===== src/rtl/efr_pkg.sv =====
// Package for the escaped frame receiver: shared types, codes and constants.
// Also holds the byte-wide CRC-16/ARC update. No dependencies.
package efr_pkg;

    localparam int MAX_FRAME_DEF = 256;
    localparam int QUEUE_DEPTH   = 2;
    localparam int MIN_FRAME     = 3;

    localparam logic [15:0] CRC_POLY = 16'hA001;

    localparam logic [7:0] ESC_RESET  = 8'd241;
    localparam logic [7:0] TERM_RESET = 8'd242;

    localparam logic [1:0] ST_SHORT = 2'd0;
    localparam logic [1:0] ST_GOOD  = 2'd1;
    localparam logic [1:0] ST_BAD   = 2'd2;

    localparam logic REG_ESCAPE = 1'b0;
    localparam logic REG_TERM   = 1'b1;

    // classified word handed from the front to the back
    typedef struct packed {
        logic       term;
        logic [7:0] data;
    } t_token;

    function automatic logic [15:0] crc_byte(input logic [15:0] crc, input logic [7:0] b);
        logic [15:0] c;
        c = crc ^ {8'h00, b};
        for (int k = 0; k < 8; k++) begin
            if (c[0]) begin
                c = (c >> 1) ^ CRC_POLY;
            end else begin
                c = c >> 1;
            end
        end
        return c;
    endfunction

endpackage


===== src/rtl/efr_front.sv =====
// Front end: accepts raw bytes, strips escapes, tags terminators.
// Depends on efr_pkg.
module efr_front (
    input  logic           i_clk,
    input  logic           i_rst_n,
    input  logic           i_valid,
    output logic           o_ready,
    input  logic [7:0]     i_rx_byte,
    input  logic [7:0]     i_escape_code,
    input  logic [7:0]     i_terminator_code,
    output logic           o_push,
    output efr_pkg::t_token o_token,
    input  logic           i_queue_ready
);

    logic r_esc_pend;
    logic n_esc_pend;
    logic w_accept;

    assign o_ready  = i_queue_ready;
    assign w_accept = i_valid && i_queue_ready;

    always_comb begin
        n_esc_pend    = r_esc_pend;
        o_push        = 1'b0;
        o_token.term  = 1'b0;
        o_token.data  = i_rx_byte;
        if (w_accept) begin
            if (r_esc_pend) begin
                n_esc_pend = 1'b0;
                o_push     = 1'b1;
            end else if (i_rx_byte == i_escape_code) begin
                n_esc_pend = 1'b1;
            end else begin
                o_push       = 1'b1;
                o_token.term = (i_rx_byte == i_terminator_code);
            end
        end
    end

    always_ff @(posedge i_clk) begin
        if (!i_rst_n) begin
            r_esc_pend <= 1'b0;
        end else begin
            r_esc_pend <= n_esc_pend;
        end
    end

endmodule


===== src/rtl/efr_queue.sv =====
// Short word queue between front and back.
// Depends on efr_pkg.
module efr_queue (
    input  logic            i_clk,
    input  logic            i_rst_n,
    input  logic            i_push,
    input  efr_pkg::t_token i_token,
    output logic            o_ready,
    output logic            o_valid,
    output efr_pkg::t_token o_token,
    input  logic            i_pop
);

    localparam int DEPTH = efr_pkg::QUEUE_DEPTH;
    localparam int AW    = (DEPTH > 1) ? $clog2(DEPTH) : 1;

    efr_pkg::t_token r_mem [DEPTH];
    logic [AW-1:0]   r_wr_ptr;
    logic [AW-1:0]   r_rd_ptr;
    logic [AW:0]     r_count;
    logic            w_push;
    logic            w_pop;

    assign o_ready = (r_count != (AW+1)'(DEPTH));
    assign o_valid = (r_count != '0);
    assign o_token = r_mem[r_rd_ptr];
    assign w_push  = i_push && o_ready;
    assign w_pop   = i_pop && o_valid;

    always_ff @(posedge i_clk) begin
        if (w_push) begin
            r_mem[r_wr_ptr] <= i_token;
        end
    end

    always_ff @(posedge i_clk) begin
        if (!i_rst_n) begin
            r_wr_ptr <= '0;
            r_rd_ptr <= '0;
            r_count  <= '0;
        end else begin
            if (w_push) begin
                r_wr_ptr <= (r_wr_ptr == AW'(DEPTH - 1)) ? '0 : r_wr_ptr + 1'b1;
            end
            if (w_pop) begin
                r_rd_ptr <= (r_rd_ptr == AW'(DEPTH - 1)) ? '0 : r_rd_ptr + 1'b1;
            end
            case ({w_push, w_pop})
                2'b10:   r_count <= r_count + 1'b1;
                2'b01:   r_count <= r_count - 1'b1;
                default: r_count <= r_count;
            endcase
        end
    end

endmodule


===== src/rtl/efr_back.sv =====
// Back end: stores bytes, runs CRC-16/ARC through a two-byte delay line,
// and builds the frame result at a terminator. Depends on efr_pkg.
module efr_back #(
    parameter int MAX_FRAME = efr_pkg::MAX_FRAME_DEF
) (
    input  logic            i_clk,
    input  logic            i_rst_n,
    input  logic            i_tok_valid,
    input  efr_pkg::t_token i_token,
    output logic            o_pop,
    output logic            o_valid,
    input  logic            i_ready,
    output logic [1:0]      o_frame_status,
    output logic [8:0]      o_frame_length,
    output logic [7:0]      o_command_code,
    output logic [15:0]     o_computed_crc,
    output logic [15:0]     o_received_crc
);

    localparam int CW = $clog2(MAX_FRAME + 1);
    localparam logic [CW-1:0] MAX_C = CW'(MAX_FRAME);
    localparam logic [CW-1:0] MIN_C = CW'(efr_pkg::MIN_FRAME);
    localparam logic [CW-1:0] TWO_C = CW'(2);

    logic [CW-1:0] r_count;
    logic [15:0]   r_crc;
    logic [7:0]    r_held0;
    logic [7:0]    r_held1;
    logic [7:0]    r_first;
    logic          r_ovalid;
    logic [1:0]    r_status;
    logic [8:0]    r_len;
    logic [7:0]    r_cmd;
    logic [15:0]   r_comp;
    logic [15:0]   r_recv;

    logic          w_slot_free;
    logic          w_store;
    logic          w_term;
    logic          w_short;
    logic [15:0]   w_recv;
    logic [CW+8:0] w_len_ext;

    assign w_slot_free = !r_ovalid || i_ready;
    assign o_pop       = i_tok_valid && (!i_token.term || w_slot_free);
    assign w_store     = o_pop && !i_token.term && (r_count < MAX_C);
    assign w_term      = o_pop && i_token.term;
    assign w_short     = (r_count < MIN_C);
    assign w_recv      = {r_held1, r_held0};
    assign w_len_ext   = {9'b0, r_count};

    always_ff @(posedge i_clk) begin
        if (!i_rst_n) begin
            r_count <= '0;
            r_crc   <= '0;
            r_held0 <= '0;
            r_held1 <= '0;
            r_first <= '0;
        end else if (w_term) begin
            r_count <= '0;
            r_crc   <= '0;
            r_held0 <= '0;
            r_held1 <= '0;
            r_first <= '0;
        end else if (w_store) begin
            if (r_count == '0) begin
                r_first <= i_token.data;
            end
            if (r_count >= TWO_C) begin
                r_crc <= efr_pkg::crc_byte(r_crc, r_held0);
            end
            r_held0 <= r_held1;
            r_held1 <= i_token.data;
            r_count <= r_count + 1'b1;
        end
    end

    always_ff @(posedge i_clk) begin
        if (!i_rst_n) begin
            r_ovalid <= 1'b0;
        end else if (w_term) begin
            r_ovalid <= 1'b1;
        end else if (i_ready) begin
            r_ovalid <= 1'b0;
        end
    end

    always_ff @(posedge i_clk) begin
        if (w_term) begin
            r_len <= w_len_ext[8:0];
            r_cmd <= r_first;
            if (w_short) begin
                r_status <= efr_pkg::ST_SHORT;
                r_comp   <= '0;
                r_recv   <= '0;
            end else begin
                r_status <= (r_crc == w_recv) ? efr_pkg::ST_GOOD : efr_pkg::ST_BAD;
                r_comp   <= r_crc;
                r_recv   <= w_recv;
            end
        end
    end

    assign o_valid        = r_ovalid;
    assign o_frame_status = r_status;
    assign o_frame_length = r_len;
    assign o_command_code = r_cmd;
    assign o_computed_crc = r_comp;
    assign o_received_crc = r_recv;

endmodule


===== src/rtl/escaped_frame_receiver_crc16.sv =====
// Escaped frame receiver with CRC-16/ARC check, top level.
// Takes one byte per cycle while the queue has room; a terminator's result is
// registered on leaving the queue, later while queued words or a result wait.
// Front classifies, queue decouples, back stores with a byte-wide CRC update.
// Reset (synchronous, active low) clears frame state, queue and result valid,
// and restores escape 241 and terminator 242. Depends on efr_pkg.
module escaped_frame_receiver_crc16 #(
    parameter int MAX_FRAME = efr_pkg::MAX_FRAME_DEF
) (
    input  logic        i_clk,
    input  logic        i_rst_n,
    input  logic        i_valid,
    output logic        o_ready,
    input  logic [7:0]  i_rx_byte,
    output logic        o_valid,
    input  logic        i_ready,
    output logic [1:0]  o_frame_status,
    output logic [8:0]  o_frame_length,
    output logic [7:0]  o_command_code,
    output logic [15:0] o_computed_crc,
    output logic [15:0] o_received_crc,
    input  logic        psel,
    input  logic        penable,
    input  logic        pwrite,
    input  logic [2:0]  paddr,
    input  logic [31:0] pwdata,
    output logic [31:0] prdata,
    output logic        pready
);

    logic [7:0]      r_escape_code;
    logic [7:0]      r_terminator_code;
    logic            w_cfg_wr;
    logic            w_push;
    logic            w_q_ready;
    logic            w_q_valid;
    logic            w_pop;
    efr_pkg::t_token w_front_tok;
    efr_pkg::t_token w_back_tok;

    assign pready   = 1'b1;
    assign w_cfg_wr = psel && penable && pwrite && pready;
    assign prdata   = {24'b0, (paddr[2] == efr_pkg::REG_TERM) ? r_terminator_code
                                                              : r_escape_code};

    always_ff @(posedge i_clk) begin
        if (!i_rst_n) begin
            r_escape_code     <= efr_pkg::ESC_RESET;
            r_terminator_code <= efr_pkg::TERM_RESET;
        end else if (w_cfg_wr) begin
            if (paddr[2] == efr_pkg::REG_ESCAPE) begin
                r_escape_code <= pwdata[7:0];
            end else begin
                r_terminator_code <= pwdata[7:0];
            end
        end
    end

    efr_front u_front (
        .i_clk             (i_clk),
        .i_rst_n           (i_rst_n),
        .i_valid           (i_valid),
        .o_ready           (o_ready),
        .i_rx_byte         (i_rx_byte),
        .i_escape_code     (r_escape_code),
        .i_terminator_code (r_terminator_code),
        .o_push            (w_push),
        .o_token           (w_front_tok),
        .i_queue_ready     (w_q_ready)
    );

    efr_queue u_queue (
        .i_clk   (i_clk),
        .i_rst_n (i_rst_n),
        .i_push  (w_push),
        .i_token (w_front_tok),
        .o_ready (w_q_ready),
        .o_valid (w_q_valid),
        .o_token (w_back_tok),
        .i_pop   (w_pop)
    );

    efr_back #(
        .MAX_FRAME (MAX_FRAME)
    ) u_back (
        .i_clk          (i_clk),
        .i_rst_n        (i_rst_n),
        .i_tok_valid    (w_q_valid),
        .i_token        (w_back_tok),
        .o_pop          (w_pop),
        .o_valid        (o_valid),
        .i_ready        (i_ready),
        .o_frame_status (o_frame_status),
        .o_frame_length (o_frame_length),
        .o_command_code (o_command_code),
        .o_computed_crc (o_computed_crc),
        .o_received_crc (o_received_crc)
    );

endmodule


===== config.mk =====
export PLATFORM = sky130hd
export DESIGN_NAME = escaped_frame_receiver_crc16
export DESIGN_NICKNAME = d
export VERILOG_FILES = /design/src/rtl/efr_pkg.sv /design/src/rtl/efr_front.sv /design/src/rtl/efr_queue.sv /design/src/rtl/efr_back.sv /design/src/rtl/escaped_frame_receiver_crc16.sv
export SDC_FILE = /design/constraint.sdc
export NUM_CORES = 1
export LEC_CHECK = 0
export CAP_MARGIN = 5
export CORE_UTILIZATION = 36
export CTS_BUF_LIST = sky130_fd_sc_hd__clkbuf_4
export DETAILED_ROUTE_END_ITERATION = 12
export DONT_BUFFER_PORTS = 1
export GPL_TIMING_DRIVEN = 0
export SYNTH_ARGS = -nofsm -noshare
export SYNTH_HDL_FRONTEND = slang
export SYNTH_SLANG_ARGS = --single-unit

===== constraint.sdc =====
create_clock -name i_clk -period 6.1 [get_ports i_clk]
set_input_delay 0.915 -clock i_clk [delete_from_list [all_inputs] [get_ports i_clk]]
set_output_delay 0.915 -clock i_clk [all_outputs]
set_load 0.005 [all_outputs]

==> impl_metrics.env, run 1 <==
export IMPL_status="finished, final reports clean"
export IMPL_yosys_warnings=0
export IMPL_postPlaceCellArea_um2=6440
export IMPL_fin_util_pct=41.99
export IMPL_synth_top_area_share_pct=34.34
export IMPL_numCtsBuffers=17
export IMPL_critical_path_top_delay_family="buffers and inverters"
export IMPL_synth_adder_area_share_pct=1.452
export IMPL_place_gp_congestion=0.8191
export IMPL_grt_first_pass_wirelength_um=19310
export IMPL_leakage_nw=2.500
export IMPL_synth_simple_gate_area_share_pct=15.49
export IMPL_port_buffers=0
export IMPL_cts_setup_buffers=0
export IMPL_ant_nets=0
export IMPL_max_freq_mhz=373.5
export IMPL_nets=630
export IMPL_hold_viol=0
export IMPL_cts_hold_buf=0
export IMPL_synth_xor_area_share_pct=8.689
export IMPL_drive_gt1_share_pct=17.41
export IMPL_cp_num_buf_inv=1
export IMPL_maxCapViolCount=0
export IMPL_cp_slowest_cell="clkbuf_1"
export IMPL_num_antenna_cells=0
export IMPL_setup_violations=0
export IMPL_cts_root_buf="clkbuf_4"
export IMPL_placementRows=46
export IMPL_synthTopCellsByArea="edfxtp_1 (34%), dfxtp_1 (24%), nand2_1 (5.0%), xnor2_1 (4.4%), and2_1 (3.8%)"
export IMPL_dp_slack_ns=3.296
export IMPL_clock_skew_ns=0.02951
export IMPL_cpPeakStageDelay_ns=0.42
export IMPL_seq_area_frac_synth_pct=58.23
export IMPL_cts_buffer_depth=2
export IMPL_synth_compound_area_share_pct=7.072
export IMPL_area_growth_syn_to_layout_pct=12.15
export IMPL_grt_util_all_layers_pct=14.54
export IMPL_wirelength_um=11700
export IMPL_htreeDepth=4
export IMPL_wl_per_cell_um=14.59
export IMPL_vias=3721
export IMPL_finalCriticalPeriod_ns=2.677
export IMPL_final_area_um2=6766
export IMPL_place_hpwl_um=8844
export IMPL_ys_ff_latch=141
export IMPL_required_ns=5.18
export IMPL_worst_setup_path_type="input pin to primary output"
export IMPL_via_per_inst=4.640
export IMPL_syn_area_per_cell_um2=11.45
export IMPL_antenna_found_initial=0
export IMPL_rsz0062_at_grt="no"
export IMPL_fin_crit_sh_pct=43.89
export IMPL_arrival_ns=1.76
export IMPL_grt_overflow_total=0
export IMPL_start_util_pct=37.44
export IMPL_cts_resized=0
export IMPL_drv_slew=0
export IMPL_die_w_um=131.5
export IMPL_numClockSinks=141
export IMPL_grt_pass1_vias=3711
export IMPL_worstSkewPairLatency_ns=0.53
export IMPL_crit_chain="clkbuf_1, mux2_2"
export IMPL_setup_slack_ns=3.423
export IMPL_drc=0
export IMPL_worstPathMaxFanout=10
export IMPL_coreArea_um2=16120
export IMPL_yosysTopAreaCell="edfxtp_1"
export IMPL_irDropWorstVdd_v=0.0001364
export IMPL_cts_tree="done"
export IMPL_die_y_um=131.5
export IMPL_first_pass_iters=4
export IMPL_powerDensity_nw_per_um2=372.6
export IMPL_setup_worst_path_end_class="primary output"
export IMPL_drt_iter0_markers=194
export IMPL_critPathLaunchType="input pin"
export IMPL_grt_max_degree=17
export IMPL_hold_path_class="register to register"
export IMPL_dieArea_um2=17280
export IMPL_synthMuxAreaShare_pct=3.007
export IMPL_synthDistinctLibCells=44
export IMPL_synthCells=527
export IMPL_clk_pin_slew_worst_paths_ns=0.12
export IMPL_timing_slew_headroom_pct=52.14
export IMPL_tightest_slew_ns=0.7152
export IMPL_syn_area_um2=6033
export IMPL_synth_top_family_by_area="simple AND/OR/NAND/NOR gates"
export IMPL_num_io_pins=136
==> final timing paths <==
check / startpoint / end / slack, ns / cells past startpoint
setup / recovery: paddr[2] / prdata[4] / 3.42 / 2
hold / removal: u_back.r_first[1] / u_back.o_command_code[1] / 0.45 / 0
setup reg to reg: u_back.r_held0[0] / u_back.r_crc[0] / 3.80 / 7
hold reg to reg: u_back.r_first[1] / u_back.o_command_code[1] / 0.45 / 0
==> layout make-up <==
class / instances / area [um^2]
Buffer: 47 / 335.3
Clock buffer: 18 / 135.1
Clock inverter: 14 / 191.4
Fill cell: 1577 / 9349
Inverter: 6 / 22.52
Multi-Input combinational cell: 356 / 2253
Sequential cell: 141 / 3513
Tap cell: 216 / 270.3
Timing Repair Buffer: 4 / 45.04
==> cell families after synthesis <==
kind of cell               count (synthesis)
adders and majority gates                  7
AOI/OAI and AO/OA                         58
buffers and inverters                     53
DFF                                      141
xor gates and xnor gates                  54
other                                      2
muxes                                     17
and+or+nand+nor                          195
==> state kept, by name, summed over array words and instances (netlist names), 9 cells and up, named ones only <==
register               count
u_queue.r_mem             18
u_back.o_frame_length      9
u_back.o_computed_crc     16
u_back.o_received_crc     16
u_back.r_count             9
u_back.r_crc              16
==> cell usage after synthesis, drive strengths merged <==
| cell | n |
|---|---|
| nor2b | 2 |
| nand3 | 13 |
| xor3 | 2 |
| and2 | 37 |
| conb | 2 |
| nor2 | 36 |
| nand2b | 3 |
| a21boi | 7 |
| xor2 | 20 |
| inv | 6 |
| a21oi | 24 |
| o21ba | 1 |
| mux2 | 9 |
| or3 | 3 |
| xnor3 | 1 |
| xnor2 | 31 |
| or4 | 1 |
| o311ai | 1 |
| dfxtp | 72 |
| nor4 | 3 |
| mux2i | 8 |
| and3 | 3 |
| ha | 7 |
| o21ai | 2 |
| clkbuf | 7 |
| nand2 | 80 |
| nor3 | 5 |
| edfxtp | 69 |
| o2111a | 1 |
| buf | 40 |
| a211oi | 20 |
| nand4 | 9 |
| o21a | 2 |
==> placed cells by master (no fill, tap or decap), types with 2 or more instances in the layout <==
cell       Yosys  layout
and3_1         3       3
inv_1          6       6
nor2_2         2       2
xor3_1         2       2
ha_1           7       7
a21oi_1       20      20
dfxtp_1       72      72
buf_2          6       6
clkinv_2       0       3
a21oi_2        4       4
inv_6          0       2
nor3_1         4       3
xnor2_1       30      30
nor4_1         2       2
buf_4         28      28
nand4_1        9       9
a21boi_0       7       7
mux2_2         9       9
and2_1        37      37
nand3_1       13      13
mux2i_1        8       8
nand2_1       80      80
a211oi_2       6       6
xor2_1        20      20
buf_6          4       8
nand2b_1       3       3
edfxtp_1      69      69
bufinv_16      0       4
a211oi_1      14      14
nor2b_1        2       2
o21a_1         2       2
nor2_1        34      34
or3_1          3       3
clkbuf_1       7       7
clkinv_4       0       4
clkbuf_4       0      18
conb_1         2      25
==> report_power, final <==
group          switching (W)  internal (W)  total [W]
sequential          0.000107       0.00118    0.00128
clock               0.000342      0.000332   0.000673
combinational       0.000329      0.000236   0.000565
total               0.000778       0.00174    0.00252
==> metrics by stage <==
step	TNS (ns)	std cells	hold WS, ns	power, W
after CTS	0	802	0.4099	0.002551
after global routing	0	802	0.3920	0.002669
after floorplan	0	550	0.4090	0.001719
after detailed placement	0	770	0.4244	0.001880
final	0	802	0.4518	0.002521
after global placement	-45.74	766	0.4252	0.001854
==> layer usage <==
layer,GRT usage (%),vias up,part of all wire [%]
li1,-,1859,-
met1,17.29,1707,44
met2,23.78,144,48
met3,5.478,11,6.5
met4,5.426,0,1.1
met5,0,-,0
Note: power is estimated with default switching activity, not from simulation.
==> run 2, diff against run 1 <==
==> constraint.sdc (replaced) <==
create_clock -name i_clk -period 2.5 [get_ports i_clk]
set_input_delay 0.375 -clock i_clk [delete_from_list [all_inputs] [get_ports i_clk]]
set_output_delay 0.375 -clock i_clk [all_outputs]
set_load 0.005 [all_outputs]
==> impl_metrics.env, run 2 (same netlist as run 1, synthesis figures left out) <==
export IMPL_required_ns=2.98
export IMPL_clk_pin_slew_worst_paths_ns=0.11
export IMPL_num_io_pins=136
export IMPL_grt_pass1_vias=3670
export IMPL_tns_ns=0
export IMPL_tightest_slew_ns=0.7358
export IMPL_crit_chain="xnor2_1, nand4_1, o311ai_1, ha_1, or3_1, a21boi_0"
export IMPL_cts_root_buf="clkbuf_4"
export IMPL_regArea_um2=3513
export IMPL_maxCapViolCount=0
export IMPL_grt_util_all_layers_pct=14.74
export IMPL_coreArea_um2=16120
export IMPL_die_w_um=131.5
export IMPL_vias=3768
export IMPL_status="finished, final reports clean"
export IMPL_hold_ws_ns=0.1008
export IMPL_final_common_cell="nand2_1"
export IMPL_grt_overflow_total=0
export IMPL_drt_iter0_markers=144
export IMPL_fin_crit_sh_pct=91.63
export IMPL_drive_gt1_share_pct=17.08
export IMPL_critPathLaunch="r_escape_code[4]"
export IMPL_drv_slew=0
export IMPL_numClockSinks=141
export IMPL_multi_input_area_um2=2263
export IMPL_cts_buffer_depth=2
export IMPL_place_hpwl_um=8731
export IMPL_placementRows=46
export IMPL_arrival_ns=2.77
export IMPL_largest_reg_flops=18
export IMPL_dp_cells=768
export IMPL_area_growth_syn_to_layout_pct=14.85
export IMPL_worst_setup_path_type="register to register"
export IMPL_die_y_um=131.5
export IMPL_hold_viol=0
export IMPL_htreeDepth=4
export IMPL_ant_nets=0
export IMPL_worstSkewPairLatency_ns=0.56
export IMPL_final_cell_mix="nand2_1 (80), dfxtp_1 (72), edfxtp_1 (69), and2_1 (37), nor2_1 (34)"
export IMPL_leakage_nw=2.548
export IMPL_clock_skew_ns=0.01884
export IMPL_hold_path_class="input pin to register"
export IMPL_port_buffers=0
export IMPL_num_antenna_cells=0
export IMPL_reg2reg_from="r_escape_code[4]"
export IMPL_start_util_pct=37.44
export IMPL_dieArea_um2=17280
export IMPL_grt_first_pass_wirelength_um=19380
export IMPL_setup_worst_path_end_class="register"
export IMPL_drc=0
export IMPL_powerDensity_nw_per_um2=870.0
export IMPL_antenna_found_initial=0
export IMPL_max_freq_mhz=436.5
export IMPL_regMostFlops="u_queue.r_mem"
export IMPL_hold_path_startpoint="i_valid"
export IMPL_timing_slew_headroom_pct=50.77
export IMPL_rsz0062_at_grt="no"
export IMPL_place_gp_congestion=0.8039
export IMPL_setup_violations=0
export IMPL_via_per_inst=4.601
export IMPL_wl_per_cell_um=14.37
export IMPL_cp_slowest_cell="o311ai_1"
export IMPL_irDropWorstVdd_v=0.0004182
export IMPL_cts_resized=0
export IMPL_first_pass_iters=4
export IMPL_wirelength_um=11770
export IMPL_nFillCells=1558
export IMPL_grt_max_degree=25
export IMPL_cts_tree="done"
export IMPL_finalNonFillerCells=819
export IMPL_critPathLaunchType="register"
export IMPL_nets=647
export IMPL_numCtsBuffers=17
export IMPL_finalCriticalPeriod_ns=2.291
export IMPL_worstPathMaxFanout=4
export IMPL_cpPeakStageDelay_ns=0.57
[run 2: changes by cell type in the layout (fill, tap and decap cells not counted), moves of 2 or more]
| cell | delta |
|---|---|
| clkinv_2 | -2 |
| bufinv_16 | -2 |
| clkinvlp_4 | +4 |
| dlygate4sd3_1 | +17 |
[run 2: worst max-delay path: cells and delay by family (launching register included)]
kind                       cells  cell delay (ns)
AOI/OAI and AO/OA              2             0.77
and+or+nand+nor                2             0.53
adders and majority gates      1             0.37
DFF                            1             0.35
xor gates and xnor gates       1             0.20
[run 2: area by class of cell]
class | count | share of cell area, %
Inverter | 6 | 0.3250
Multi-Input combinational cell | 356 | 32.67
Clock buffer | 19 | 2.059
Timing Repair Buffer | 21 | 3.286
Buffer | 47 | 5.002
Sequential cell | 141 | 50.70
Tap cell | 216 | 3.900
Clock inverter | 13 | 2.059
[run 2: per-layer routing]
metal / vias up / global-route usage [%] / wire (um)
li1: 1899 / - / -
met1: 1748 / 17.13 / 5251
met2: 110 / 24.31 / 5781
met3: 11 / 5.363 / 596
met4: 0 / 6.395 / 142
met5: - / 0 / 0
[run 2: power by group]
part | switching [W] | internal, W | leakage [nW] | total [W]
registers | 0.000265 | 0.00287 | 1.24 | 0.00313
clock network | 0.000837 | 0.000616 | 0.143 | 0.00145
logic | 0.000814 | 0.000626 | 1.17 | 0.00144
total | 0.00192 | 0.00411 | 2.55 | 0.00603
[run 2: timing repair]
| action | in CTS | in global routing |
|---|---|---|
| hold buffers | 17 | 0 |
| buffers inserted | 0 | 2 |
| endpoints found under the setup margin | 0 | 40 |
| hold endpoints to repair | 33 | 0 |
[run 2: worst paths after layout]
| kind | to | slack, ns | cells after the start |
|---|---|---|---|
| max | u_queue.r_count[1] | 0.21 | 6 |
| min | u_front.r_esc_pend | 0.10 | 3 |
| max reg2reg | u_queue.r_count[1] | 0.21 | 6 |
| min reg2reg | u_back.o_command_code[1] | 0.46 | 0 |
[run 2: metrics by stage]
stage / instance area [um^2] / utilization, % / worst slack [ns] / total power, W
2_1_floorplan: 6146 / - / -0.1687 / 0.004204
3_3_place_gp: 6416 / 39.81 / -0.7974 / 0.004530
3_5_place_dp: 6459 / 40.08 / 0.09196 / 0.004614
4_1_cts: 6914 / 42.90 / 0.08886 / 0.006093
5_1_grt: 6929 / 43.00 / 0.06903 / 0.006390
6_report: 6929 / 43.00 / 0.2093 / 0.006028
